[config.mk]
export PLATFORM = sky130hd
export DESIGN_NAME = x86_prefix_decoder
export DESIGN_NICKNAME = d
export VERILOG_FILES = /design/src/rtl/core/xpd_pkg.sv /design/src/rtl/core/xpd_in_reg.sv /design/src/rtl/core/xpd_core.sv /design/src/rtl/core/x86_prefix_decoder.sv
export VERILOG_INCLUDE_DIRS = /design/src /design/src/rtl/core
export SDC_FILE = /design/constraint.sdc
export NUM_CORES = 1
export LEC_CHECK = 0
export BUFFER_PORTS_ARGS = -buffer_cell sky130_fd_sc_hd__buf_2
export CAP_MARGIN = 30
export CELL_PAD_IN_SITES_DETAIL_PLACEMENT = 1
export CELL_PAD_IN_SITES_GLOBAL_PLACEMENT = 1
export CORE_MARGIN = 3
export CORE_UTILIZATION = 30
export CTS_BUF_LIST = sky130_fd_sc_hd__clkbuf_16
export CTS_CLUSTER_DIAMETER = 120
export DETAILED_ROUTE_END_ITERATION = 6
export PLACE_DENSITY_LB_ADDON = 0.25
export REMOVE_ABC_BUFFERS = 1
export SYNTH_ARGS = -nofsm -noshare
export SYNTH_HDL_FRONTEND = slang
export SYNTH_SLANG_ARGS = --single-unit
[constraint.sdc]
create_clock -name clk -period 4 [get_ports clk]
set_input_delay 1 -clock clk [delete_from_list [all_inputs] [get_ports clk]]
set_output_delay 1 -clock clk [all_outputs]
set_load 0.05 [all_outputs]
[src/rtl/core/x86_prefix_decoder_defines.svh]
`ifndef X86_PREFIX_DECODER_DEFINES_SVH
`define X86_PREFIX_DECODER_DEFINES_SVH

// Same-cycle implication, sampled on clk, off during reset.
`define XPD_ASSERT_NOW(label, ante, cons, msg) \
	label: assert property (@(posedge clk) disable iff (!arst_n) (ante) |-> (cons)) \
		else $error(msg);

// Next-cycle implication, sampled on clk, off during reset.
`define XPD_ASSERT_NEXT(label, ante, cons, msg) \
	label: assert property (@(posedge clk) disable iff (!arst_n) (ante) |=> (cons)) \
		else $error(msg);

`endif

[src/rtl/core/xpd_pkg.sv]
package xpd_pkg;

	localparam int unsigned CODE_W    = 8;
	localparam int unsigned SEG_W     = 3;
	localparam int unsigned COUNT_W   = 4;

	localparam logic [COUNT_W-1:0] MAX_PREFIXES = 4'd14;
	localparam logic [COUNT_W-1:0] COUNT_SAT    = '1;

	localparam logic [SEG_W-1:0] SEG_DS = 3'd0;
	localparam logic [SEG_W-1:0] SEG_CS = 3'd1;
	localparam logic [SEG_W-1:0] SEG_ES = 3'd2;
	localparam logic [SEG_W-1:0] SEG_SS = 3'd3;
	localparam logic [SEG_W-1:0] SEG_FS = 3'd4;
	localparam logic [SEG_W-1:0] SEG_GS = 3'd5;

	localparam logic [CODE_W-1:0] BYTE_OPSIZE = 8'h66;
	localparam logic [CODE_W-1:0] BYTE_ADSIZE = 8'h67;
	localparam logic [CODE_W-1:0] BYTE_CS     = 8'h2e;
	localparam logic [CODE_W-1:0] BYTE_DS     = 8'h3e;
	localparam logic [CODE_W-1:0] BYTE_ES     = 8'h26;
	localparam logic [CODE_W-1:0] BYTE_SS     = 8'h36;
	localparam logic [CODE_W-1:0] BYTE_FS     = 8'h64;
	localparam logic [CODE_W-1:0] BYTE_GS     = 8'h65;
	localparam logic [CODE_W-1:0] BYTE_REPNE  = 8'hf2;
	localparam logic [CODE_W-1:0] BYTE_REPE   = 8'hf3;

	typedef enum logic [2:0] {
		PFX_NONE,
		PFX_OPSIZE,
		PFX_ADSIZE,
		PFX_SEG,
		PFX_REPNE,
		PFX_REPE
	} prefix_kind_t;

	typedef struct packed {
		prefix_kind_t     kind;
		logic [SEG_W-1:0] seg;
	} prefix_class_t;

	typedef struct packed {
		logic              valid;
		logic [CODE_W-1:0] code;
	} stage_t;

	function automatic prefix_class_t classify(input logic [CODE_W-1:0] b);
		prefix_class_t c;
		c.kind = PFX_NONE;
		c.seg  = SEG_DS;
		case (b)
			BYTE_OPSIZE: c.kind = PFX_OPSIZE;
			BYTE_ADSIZE: c.kind = PFX_ADSIZE;
			BYTE_CS: begin
				c.kind = PFX_SEG;
				c.seg  = SEG_CS;
			end
			BYTE_DS: begin
				c.kind = PFX_SEG;
				c.seg  = SEG_DS;
			end
			BYTE_ES: begin
				c.kind = PFX_SEG;
				c.seg  = SEG_ES;
			end
			BYTE_SS: begin
				c.kind = PFX_SEG;
				c.seg  = SEG_SS;
			end
			BYTE_FS: begin
				c.kind = PFX_SEG;
				c.seg  = SEG_FS;
			end
			BYTE_GS: begin
				c.kind = PFX_SEG;
				c.seg  = SEG_GS;
			end
			BYTE_REPNE: c.kind = PFX_REPNE;
			BYTE_REPE:  c.kind = PFX_REPE;
			default:    c.kind = PFX_NONE;
		endcase
		return c;
	endfunction

endpackage

[src/rtl/core/xpd_in_reg.sv]
module xpd_in_reg
	import xpd_pkg::*;
(
	input  logic              clk,
	input  logic              arst_n,
	input  logic              code_valid,
	input  logic [CODE_W-1:0] code_byte,
	output logic              code_stall,
	input  logic              advance,
	output stage_t            stage
);

	logic              valid_s1;
	logic [CODE_W-1:0] code_s1;

	assign code_stall = valid_s1 && !advance;

	always_ff @(posedge clk or negedge arst_n) begin
		if (!arst_n) begin
			valid_s1 <= 1'b0;
		end else if (!code_stall) begin
			valid_s1 <= code_valid;
		end
	end

	always_ff @(posedge clk) begin
		if (code_valid && !code_stall) begin
			code_s1 <= code_byte;
		end
	end

	assign stage.valid = valid_s1;
	assign stage.code  = code_s1;

endmodule

[src/rtl/core/xpd_core.sv]
`include "x86_prefix_decoder_defines.svh"

module xpd_core
	import xpd_pkg::*;
(
	input  logic               clk,
	input  logic               arst_n,
	input  logic               cfg_wr_en,
	input  logic               cfg_wr_data,
	input  stage_t             stage,
	output logic               advance,
	output logic               result_valid,
	input  logic               result_stall,
	output logic [SEG_W-1:0]   segment_index,
	output logic               rep_equal,
	output logic               rep_not_equal,
	output logic               operand_wide,
	output logic               address_wide,
	output logic [COUNT_W-1:0] prefix_total,
	output logic [CODE_W-1:0]  opcode_byte,
	output logic               too_long
);

	logic               pmode_q;
	logic [SEG_W-1:0]   seg_q;
	logic               repe_q;
	logic               repne_q;
	logic               opsize_q;
	logic               adsize_q;
	logic [COUNT_W-1:0] count_q;
	logic               out_valid_q;

	prefix_class_t      cls;
	logic               is_prefix;
	logic               overflow;
	logic               emit;
	logic               out_free;
	logic               fire;
	logic [SEG_W-1:0]   seg_nx;
	logic               repe_nx;
	logic               repne_nx;
	logic               opsize_nx;
	logic               adsize_nx;
	logic [COUNT_W:0]   count_inc;
	logic [COUNT_W-1:0] total_sat;

	assign cls       = classify(stage.code);
	assign is_prefix = (cls.kind != PFX_NONE);
	assign overflow  = is_prefix && (count_q >= MAX_PREFIXES);
	assign emit      = !is_prefix || overflow;
	assign out_free  = !out_valid_q || !result_stall;
	assign advance   = !emit || out_free;
	assign fire      = stage.valid && advance;

	assign seg_nx    = (cls.kind == PFX_SEG) ? cls.seg : seg_q;
	assign repe_nx   = repe_q   || (cls.kind == PFX_REPE);
	assign repne_nx  = repne_q  || (cls.kind == PFX_REPNE);
	assign opsize_nx = opsize_q || (cls.kind == PFX_OPSIZE);
	assign adsize_nx = adsize_q || (cls.kind == PFX_ADSIZE);
	assign count_inc = {1'b0, count_q} + {{COUNT_W{1'b0}}, 1'b1};
	assign total_sat = count_inc[COUNT_W] ? COUNT_SAT : count_inc[COUNT_W-1:0];

	always_ff @(posedge clk or negedge arst_n) begin
		if (!arst_n) begin
			pmode_q <= 1'b0;
		end else if (cfg_wr_en) begin
			pmode_q <= cfg_wr_data;
		end
	end

	// Collect the prefix run; clear it once a result is made.
	always_ff @(posedge clk or negedge arst_n) begin
		if (!arst_n) begin
			seg_q    <= SEG_DS;
			repe_q   <= 1'b0;
			repne_q  <= 1'b0;
			opsize_q <= 1'b0;
			adsize_q <= 1'b0;
			count_q  <= '0;
		end else if (fire) begin
			if (emit) begin
				seg_q    <= SEG_DS;
				repe_q   <= 1'b0;
				repne_q  <= 1'b0;
				opsize_q <= 1'b0;
				adsize_q <= 1'b0;
				count_q  <= '0;
			end else begin
				seg_q    <= seg_nx;
				repe_q   <= repe_nx;
				repne_q  <= repne_nx;
				opsize_q <= opsize_nx;
				adsize_q <= adsize_nx;
				count_q  <= count_inc[COUNT_W-1:0];
			end
		end
	end

	always_ff @(posedge clk or negedge arst_n) begin
		if (!arst_n) begin
			out_valid_q <= 1'b0;
		end else if (out_free) begin
			out_valid_q <= fire && emit;
		end
	end

	always_ff @(posedge clk) begin
		if (fire && emit) begin
			segment_index <= seg_nx;
			rep_equal     <= repe_nx;
			rep_not_equal <= repne_nx;
			operand_wide  <= pmode_q ^ opsize_nx;
			address_wide  <= pmode_q ^ adsize_nx;
			prefix_total  <= overflow ? total_sat : count_q;
			opcode_byte   <= stage.code;
			too_long      <= overflow;
		end
	end

	assign result_valid = out_valid_q;

	`XPD_ASSERT_NOW(a_count_bound, 1'b1, count_q <= MAX_PREFIXES, "prefix count past bound")
	`XPD_ASSERT_NEXT(a_clear_after_emit, fire && emit,
		count_q == '0 && seg_q == SEG_DS && !repe_q && !repne_q, "run not cleared")
	`XPD_ASSERT_NOW(a_long_total, out_valid_q && too_long,
		prefix_total >= MAX_PREFIXES, "short total on overlong run")
	`XPD_ASSERT_NOW(a_norm_total, out_valid_q && !too_long,
		prefix_total <= MAX_PREFIXES, "total past bound on normal result")
	`XPD_ASSERT_NEXT(a_emit_loads, fire && emit, out_valid_q, "result lost")

endmodule

[src/rtl/core/x86_prefix_decoder.sv]
// x86 instruction prefix decoder.
// Code channel: code_valid / code_stall carry one code_byte per item.
// Result channel: result_valid / result_stall carry one decoded instruction
// head per item, made when a non-prefix byte ends a prefix run, or early with
// too_long set when the run grows past MAX_PREFIXES prefix bytes.
// Prefix bytes within the bound make no result; they only update the run.
// protected_mode is written through cfg_wr_en / cfg_wr_data; it sets the
// default operand and address size and applies from the next item on.
// A result passes the input register, then the result register, after its
// ending byte is accepted. Throughput: one byte per cycle unless code_stall
// holds; the classify and flag update logic sits between the two registers.
// When result_stall holds, the result register keeps its item, the input
// register still drains prefix bytes, and code_stall rises only once a byte
// that needs a result slot waits there.
// Reset clears both registers' valid flags, the prefix run and
// protected_mode; the block takes items as soon as reset is released.
module x86_prefix_decoder
	import xpd_pkg::*;
(
	input  logic               clk,
	input  logic               arst_n,
	input  logic               cfg_wr_en,
	input  logic               cfg_wr_data,
	input  logic               code_valid,
	output logic               code_stall,
	input  logic [CODE_W-1:0]  code_byte,
	output logic               result_valid,
	input  logic               result_stall,
	output logic [SEG_W-1:0]   segment_index,
	output logic               rep_equal,
	output logic               rep_not_equal,
	output logic               operand_wide,
	output logic               address_wide,
	output logic [COUNT_W-1:0] prefix_total,
	output logic [CODE_W-1:0]  opcode_byte,
	output logic               too_long
);

	stage_t stage;
	logic   advance;

	xpd_in_reg u_in_reg (
		.clk        (clk),
		.arst_n     (arst_n),
		.code_valid (code_valid),
		.code_byte  (code_byte),
		.code_stall (code_stall),
		.advance    (advance),
		.stage      (stage)
	);

	xpd_core u_core (
		.clk           (clk),
		.arst_n        (arst_n),
		.cfg_wr_en     (cfg_wr_en),
		.cfg_wr_data   (cfg_wr_data),
		.stage         (stage),
		.advance       (advance),
		.result_valid  (result_valid),
		.result_stall  (result_stall),
		.segment_index (segment_index),
		.rep_equal     (rep_equal),
		.rep_not_equal (rep_not_equal),
		.operand_wide  (operand_wide),
		.address_wide  (address_wide),
		.prefix_total  (prefix_total),
		.opcode_byte   (opcode_byte),
		.too_long      (too_long)
	);

endmodule

**Word-level counts from Yosys, hierarchy flattened**

Index checks and enable logic that the tools add are counted.

- Flip-flop bits (word level): 42
- Output and inout bits: 22
- Logic and storage cells: 68

- Equality and inequality tests: 15
- Reductions and logical operators: 20
- $add $sub $neg: 1
- Order comparisons: 1
- Bitwise operators: 2
- Muxes and demuxes: 11

Operator list:

| operator | number |
|---|---|
| 8-bit by 6-bit == test with 1-bit output (second input constant) | 4 |
| 8-bit by 7-bit == test with 1-bit output (second input constant) | 4 |
| 3-bit one-hot mux with 5 select lines | 2 |
| 8-bit == test (second input constant) | 2 |
| 4-bit two-way mux | 3 |
| 1-bit logical OR | 7 |
| 3-bit by 2-bit == test with 1-bit output (second input constant) | 2 |
| 3-bit == test (second input constant) | 2 |
| 1-bit logical NOT | 6 |
| 3-bit two-way mux | 2 |
| 6-bit OR reduction | 1 |
| 4-bit by 1-bit adder with 5-bit output (second input constant) | 1 |
| 1-bit logical AND | 5 |
| 4-bit greater-or-equal comparator (second input constant) | 1 |
| 1-bit two-way mux | 4 |
| 3-bit by 1-bit == test with 1-bit output (second input constant) | 1 |
| 3-bit nonzero test | 1 |
| 1-bit XOR | 2 |

**Logic depth before layout (Yosys ltp)**

- Depth after elaboration: 12
- Depth in mapped cells: 7
- Mapped depth without buffers: 7

**Modules after synthesis**

From an unflattened synthesis, not the netlist that was laid out.

- Cells, all modules: 131
- Area, all modules: 1780.5 um2

By module, submodules not included:

| module | instances | sequential area each (um2) | area each (um2) | cells each |
|---|---|---|---|---|
| xpd_core | 1 | 925.9 | 1475.2 | 117 |
| xpd_in_reg | 1 | 265.3 | 305.3 | 14 |

**Worst setup path before layout**

OpenSTA, ideal clock, no wires.

- Path kind: in2reg
- From: input result_stall
- To: register u_core.address_wide, enable pin
- Cell stages on the path: 3
- Path slack: 1201 ps
- Library setup time: 412 ps
- Data arrival time: 2386 ps
- Buffers on the path: 0
- Cell sequence: nand2_1 nand2_1 a21oi_1

- Word-level cells in the longest chain between the ends: 5

RTL lines:

| item | line | source |
|---|---|---|
| start, declared | x86_prefix_decoder.sv:28 | `input logic result_stall,` |
| 1-bit logical NOT | xpd_core.sv:51 | `assign out_free = !out_valid_q \|\| !result_stall;` |
| 1-bit logical OR | xpd_core.sv:51 |  |
| 1-bit logical OR | xpd_core.sv:52 | `assign advance = !emit \|\| out_free;` |
| 1-bit logical AND | xpd_core.sv:53 | `assign fire = stage.valid && advance;` |
| 1-bit logical AND | xpd_core.sv:108 | `if (fire && emit) begin` |
| end signal, assigned | xpd_core.sv:113 | `address_wide <= pmode_q ^ adsize_nx;` |
| end, declared | xpd_core.sv:18 | `output logic address_wide,` |

No other way between the ends.
A chain may end at the register's enable or synchronous reset.

**Worst setup path in the final report**

- From: register u_in_reg.code_s1[1]
- To: output code_stall

- Word-level cells in the longest chain between the ends: 10
- Elaborated cells on any way between the ends: 20
- Classes of those cells: eq/ne (10); mux (1); reduce/logical (9)

RTL lines:

| item | line | source |
|---|---|---|
| start, declared | xpd_in_reg.sv:14 | `logic [CODE_W-1:0] code_s1;` |
| start signal, assigned | xpd_in_reg.sv:28 | `code_s1 <= code_byte;` |
| 8-bit by 6-bit == test with 1-bit output or 8-bit by 7-bit == test with 1-bit output (tied branches) | xpd_pkg.sv:51 | `case (b)` |
| 6-bit OR reduction (no line) | - |  |
| 3-bit one-hot mux with 5 select lines * | xpd_pkg.sv:51 |  |
| 3-bit nonzero test * | xpd_core.sv:48 | `assign is_prefix = (cls.kind != PFX_NONE);` |
| 1-bit logical NOT or 1-bit logical AND (tied branches) | xpd_core.sv:50, xpd_core.sv:49 |  |
| 1-bit logical OR * | xpd_core.sv:50 | `assign emit = !is_prefix \|\| overflow;` |
| 1-bit logical NOT * | xpd_core.sv:52 |  |
| 1-bit logical OR * | xpd_core.sv:52 |  |
| 1-bit logical NOT * | xpd_in_reg.sv:16 | `assign code_stall = valid_s1 && !advance;` |
| 1-bit logical AND * | xpd_in_reg.sv:16 |  |
| end, declared | x86_prefix_decoder.sv:25 | `output logic code_stall,` |

Mark *: on every way between the ends. The rest lies on a longest branch, timed or not.

==> flow_metrics.py <==
metrics = {
    "cells_and_area": {
        "postLayoutCoreUtil": 0.404,
        "diodes": 0,
        "drive_gt1_frac": 0.314,
        "final_nets": 184,
        "area_growth_syn_to_layout_pct": 24.8,
        "layout_common_cells": "buf_2 (35), edfxtp_1 (28), dfrtp_1 (14)",
        "final_common_cell": "buf_2",
    },
    "timing": {
        "slew_viol_final": 0,
        "fin_skew_ns": 0.00712,
        "period_share": 0.800,
        "maxSlewHeadroom": 0.537,
        "timing.fmax_mhz": 312,
        "fin_hold_ws_ns": 0.478,
        "rsz0062_at_grt": "false",
        "finalCriticalPeriod_ns": 3.20,
        "worst_pin_slew_ns": 0.690,
        "hold_viol_final": 0,
        "setup_viol": 0,
        "final.setup.tns_ns": 0,
    },
    "floorplanning": {
        "initial_utilization": 0.324,
        "die_w_um": 81.9,
        "dieArea_mm2": 0.00670,
        "rows": 26,
        "core-area_mm2": 0.00534,
        "die_h_um": 81.9,
        "pin_count": 36,
    },
    "synthesis": {
        "netlist_instances": 128,
        "synth-compound-area-share": 0.108,
        "synth-simple-area-share": 0.130,
        "synth_xor_area_frac": 0.0152,
        "synth_top_family_by_area": "simple AND/OR/NAND/NOR gates",
        "synth_seq_cells": 42,
        "synthMuxAreaShare": 0.0239,
        "synthAdderAreaFrac": 0.0145,
        "ys_warn_count": 0,
        "syn_avg_cell_area_um2": 13.5,
        "synth_area_mm2": 0.00173,
        "ys_seq_area_frac": 0.690,
        "yosysUniqueCellTypes": 34,
    },
    "min_path": {
        "worstHoldEndpoint": "u_core.opcode_byte[2]$_DFFE_PP_",
        "hp-start": "u_in_reg.code_s1[2]$_DFFE_PP_",
        "min_delay_path_depth": 0,
        "min_path_type": "register to register",
    },
    "detailed_routing": {
        "dr.pass1.iters": 4,
        "routed_wl_um": 3900,
        "drt_iter0_drc": 88,
        "routedWlPerCell_um": 16.3,
        "vias": 1165,
        "drc_errors": 0,
        "detail-route-antenna-nets": 0,
        "vias_per_cell": 4.87,
    },
    "worst_setup_path": {
        "regToRegStartpoint": "u_core.count_q[0]$_DFFE_PN0P_",
        "path_class": "register to output port",
        "reg2reg_to": "u_core.seg_q[1]$_DFFE_PN0P_",
        "r2r_slack_ns": 1.63,
        "path_max_fanout": 8,
        "required_ns": 3.00,
        "r2r_cells": 7,
        "arrival_ns": 2.20,
        "critPathCaptureType": "output port",
        "start_kind": "register",
    },
    "pwr": {
        "leakage_nw": 0.922,
        "power.density_mw_per_mm2": 509,
        "vdd_ir_drop_max_mv": 0.248,
    },
    "status": {
        "status": "completed",
    },
    "placement": {
        "numPortBuffers": 35,
        "hpwl_um": 2750,
        "place_congestion": 0.752,
    },
    "clock_network": {
        "clk_pin_slew_worst_paths_ns": 0.06,
        "clockBufferDepth": 2,
        "postCtsSetupRepairBufs": 0,
        "insertion_delay_ns": 0.28,
        "cts_root_buffer": "clkbuf_16",
        "cts_tree": "yes",
        "ctsHoldBuffers": 0,
        "cts_resized": 0,
        "htree_levels": 2,
        "cts_buffers": 5,
        "cts.sinks": 42,
    },
    "grt": {
        "grt-ovfl-total": 0,
        "antenna_found_initial": 0,
        "grt_use_total": 0.129,
        "grt_pass1_vias": 1235,
        "grt_pass1_wl_um": 6330,
        "grt_max_degree": 23,
    },
    "run": {
        "drv_cap": 0,
    },
}
[worst max-delay path, stage by stage (launching register included)]
cell      delay, ns
edfxtp_1       0.52
nand2b_1       0.14
nor3_1         0.07
or3_1          0.52
a211o_1        0.37
inv_1          0.06
buf_2          0.25
[worst max-delay path by stage]
stage	start	endpoint	slack, ns	depth (start not counted)
floorplan	result_stall	u_core.address_wide$_DFFE_PP_	1.20	3
global placement	u_in_reg.code_s1[0]$_DFFE_PP_	code_stall	1.16	6
detailed placement	u_in_reg.code_s1[1]$_DFFE_PP_	code_stall	1.10	6
CTS	u_in_reg.code_s1[1]$_DFFE_PP_	code_stall	0.76	6
global route	u_in_reg.code_s1[0]$_DFFE_PP_	code_stall	0.67	6
finish	u_in_reg.code_s1[1]$_DFFE_PP_	code_stall	0.80	6
[per-stage QoR]
step / worst slack (ns) / area [µm²] / std cells / power [mW]
6_report: 0.799 / 2150 / 239 / 1.10
3_3_place_gp: 1.16 / 1990 / 231 / 0.652
3_5_place_dp: 1.10 / 1990 / 231 / 0.657
5_1_grt: 0.670 / 2150 / 239 / 1.14
4_1_cts: 0.760 / 2150 / 239 / 1.11
2_1_floorplan: 1.20 / 1710 / 125 / 0.615
[per-layer routing]
metal | wire length (µm) | share of wire | global-route usage
met1 | 1670 | 0.43 | 0.154
met5 | 0 | 0 | 0
met2 | 1970 | 0.51 | 0.217
met4 | 43 | 0.011 | 0.0399
met3 | 215 | 0.055 | 0.0471
[state kept, by name, indices dropped and copies added (netlist names)]
register	flops
u_core.address_wide	1
u_core.adsize_q	1
u_core.count_q	4
u_core.opcode_byte	8
u_core.operand_wide	1
u_core.opsize_q	1
u_core.pmode_q	1
u_core.prefix_total	4
u_core.rep_equal	1
u_core.rep_not_equal	1
u_core.repe_q	1
u_core.repne_q	1
u_core.result_valid	1
u_core.seg_q	3
u_core.segment_index	3
u_core.too_long	1
u_in_reg.code_s1	8
u_in_reg.valid_s1	1
[cells in the mapped netlist]
| cell | number | share of area |
|---|---|---|
| a21oi_1 | 5 | 0.014 |
| a21o_1 | 3 | 0.013 |
| and2b_4 | 1 | 0.0058 |
| mux2_2 | 1 | 0.0065 |
| and3_1 | 1 | 0.0036 |
| clkbuf_1 | 2 | 0.0043 |
| o21ai_0 | 5 | 0.014 |
| nand2b_1 | 3 | 0.011 |
| xnor2_1 | 3 | 0.015 |
| nand3_1 | 5 | 0.014 |
| nor3_1 | 3 | 0.0087 |
| mux2_4 | 2 | 0.017 |
| o22ai_1 | 1 | 0.0036 |
| or4_1 | 1 | 0.0043 |
| a211o_1 | 2 | 0.010 |
| a41oi_1 | 1 | 0.0051 |
| o211ai_1 | 1 | 0.0043 |
| nand2_1 | 9 | 0.020 |
| or3_1 | 2 | 0.0072 |
| dfrtp_1 | 14 | 0.20 |
| ha_1 | 2 | 0.014 |
| a21boi_0 | 1 | 0.0043 |
| a31o_2 | 3 | 0.015 |
| edfxtp_1 | 28 | 0.49 |
| buf_2 | 1 | 0.0029 |
| o31ai_2 | 1 | 0.0072 |
| nor2_1 | 10 | 0.022 |
| nor3_2 | 1 | 0.0058 |
| nand4b_1 | 1 | 0.0051 |
| inv_1 | 5 | 0.011 |
| a22o_1 | 1 | 0.0051 |
| and2_1 | 4 | 0.014 |
| nand3b_1 | 2 | 0.0087 |
| a31oi_1 | 3 | 0.011 |
[power breakdown]
| group | switching, mW | internal (mW) |
|---|---|---|
| Sequential | 0.0152 | 0.497 |
| Combinational | 0.104 | 0.0300 |
| Clock | 0.159 | 0.292 |
| Total | 0.279 | 0.819 |
[area by class of cell]
type | instances | area (µm²)
clock inverters | 3 | 41.3
well taps | 70 | 87.6
repair buffers | 36 | 183
fillers | 597 | 3180
multi-input cells | 78 | 508
flip-flops and latches | 42 | 1190
inverters | 5 | 18.8
clock buffers | 5 | 125
[cell families (layout without fill, tap and decap cells)]
| group | Yosys count | in the layout |
|---|---|---|
| AO/OA/AOI/OAI | 27 | 27 |
| XOR/XNOR | 3 | 3 |
| adder cells (fa/ha/maj) | 2 | 2 |
| buffers and inverters | 8 | 49 |
| flip-flops | 42 | 42 |
| multiplexers | 3 | 3 |
| AND/OR/NAND/NOR | 43 | 43 |
Note: power is estimated with default switching activity, not from simulation.
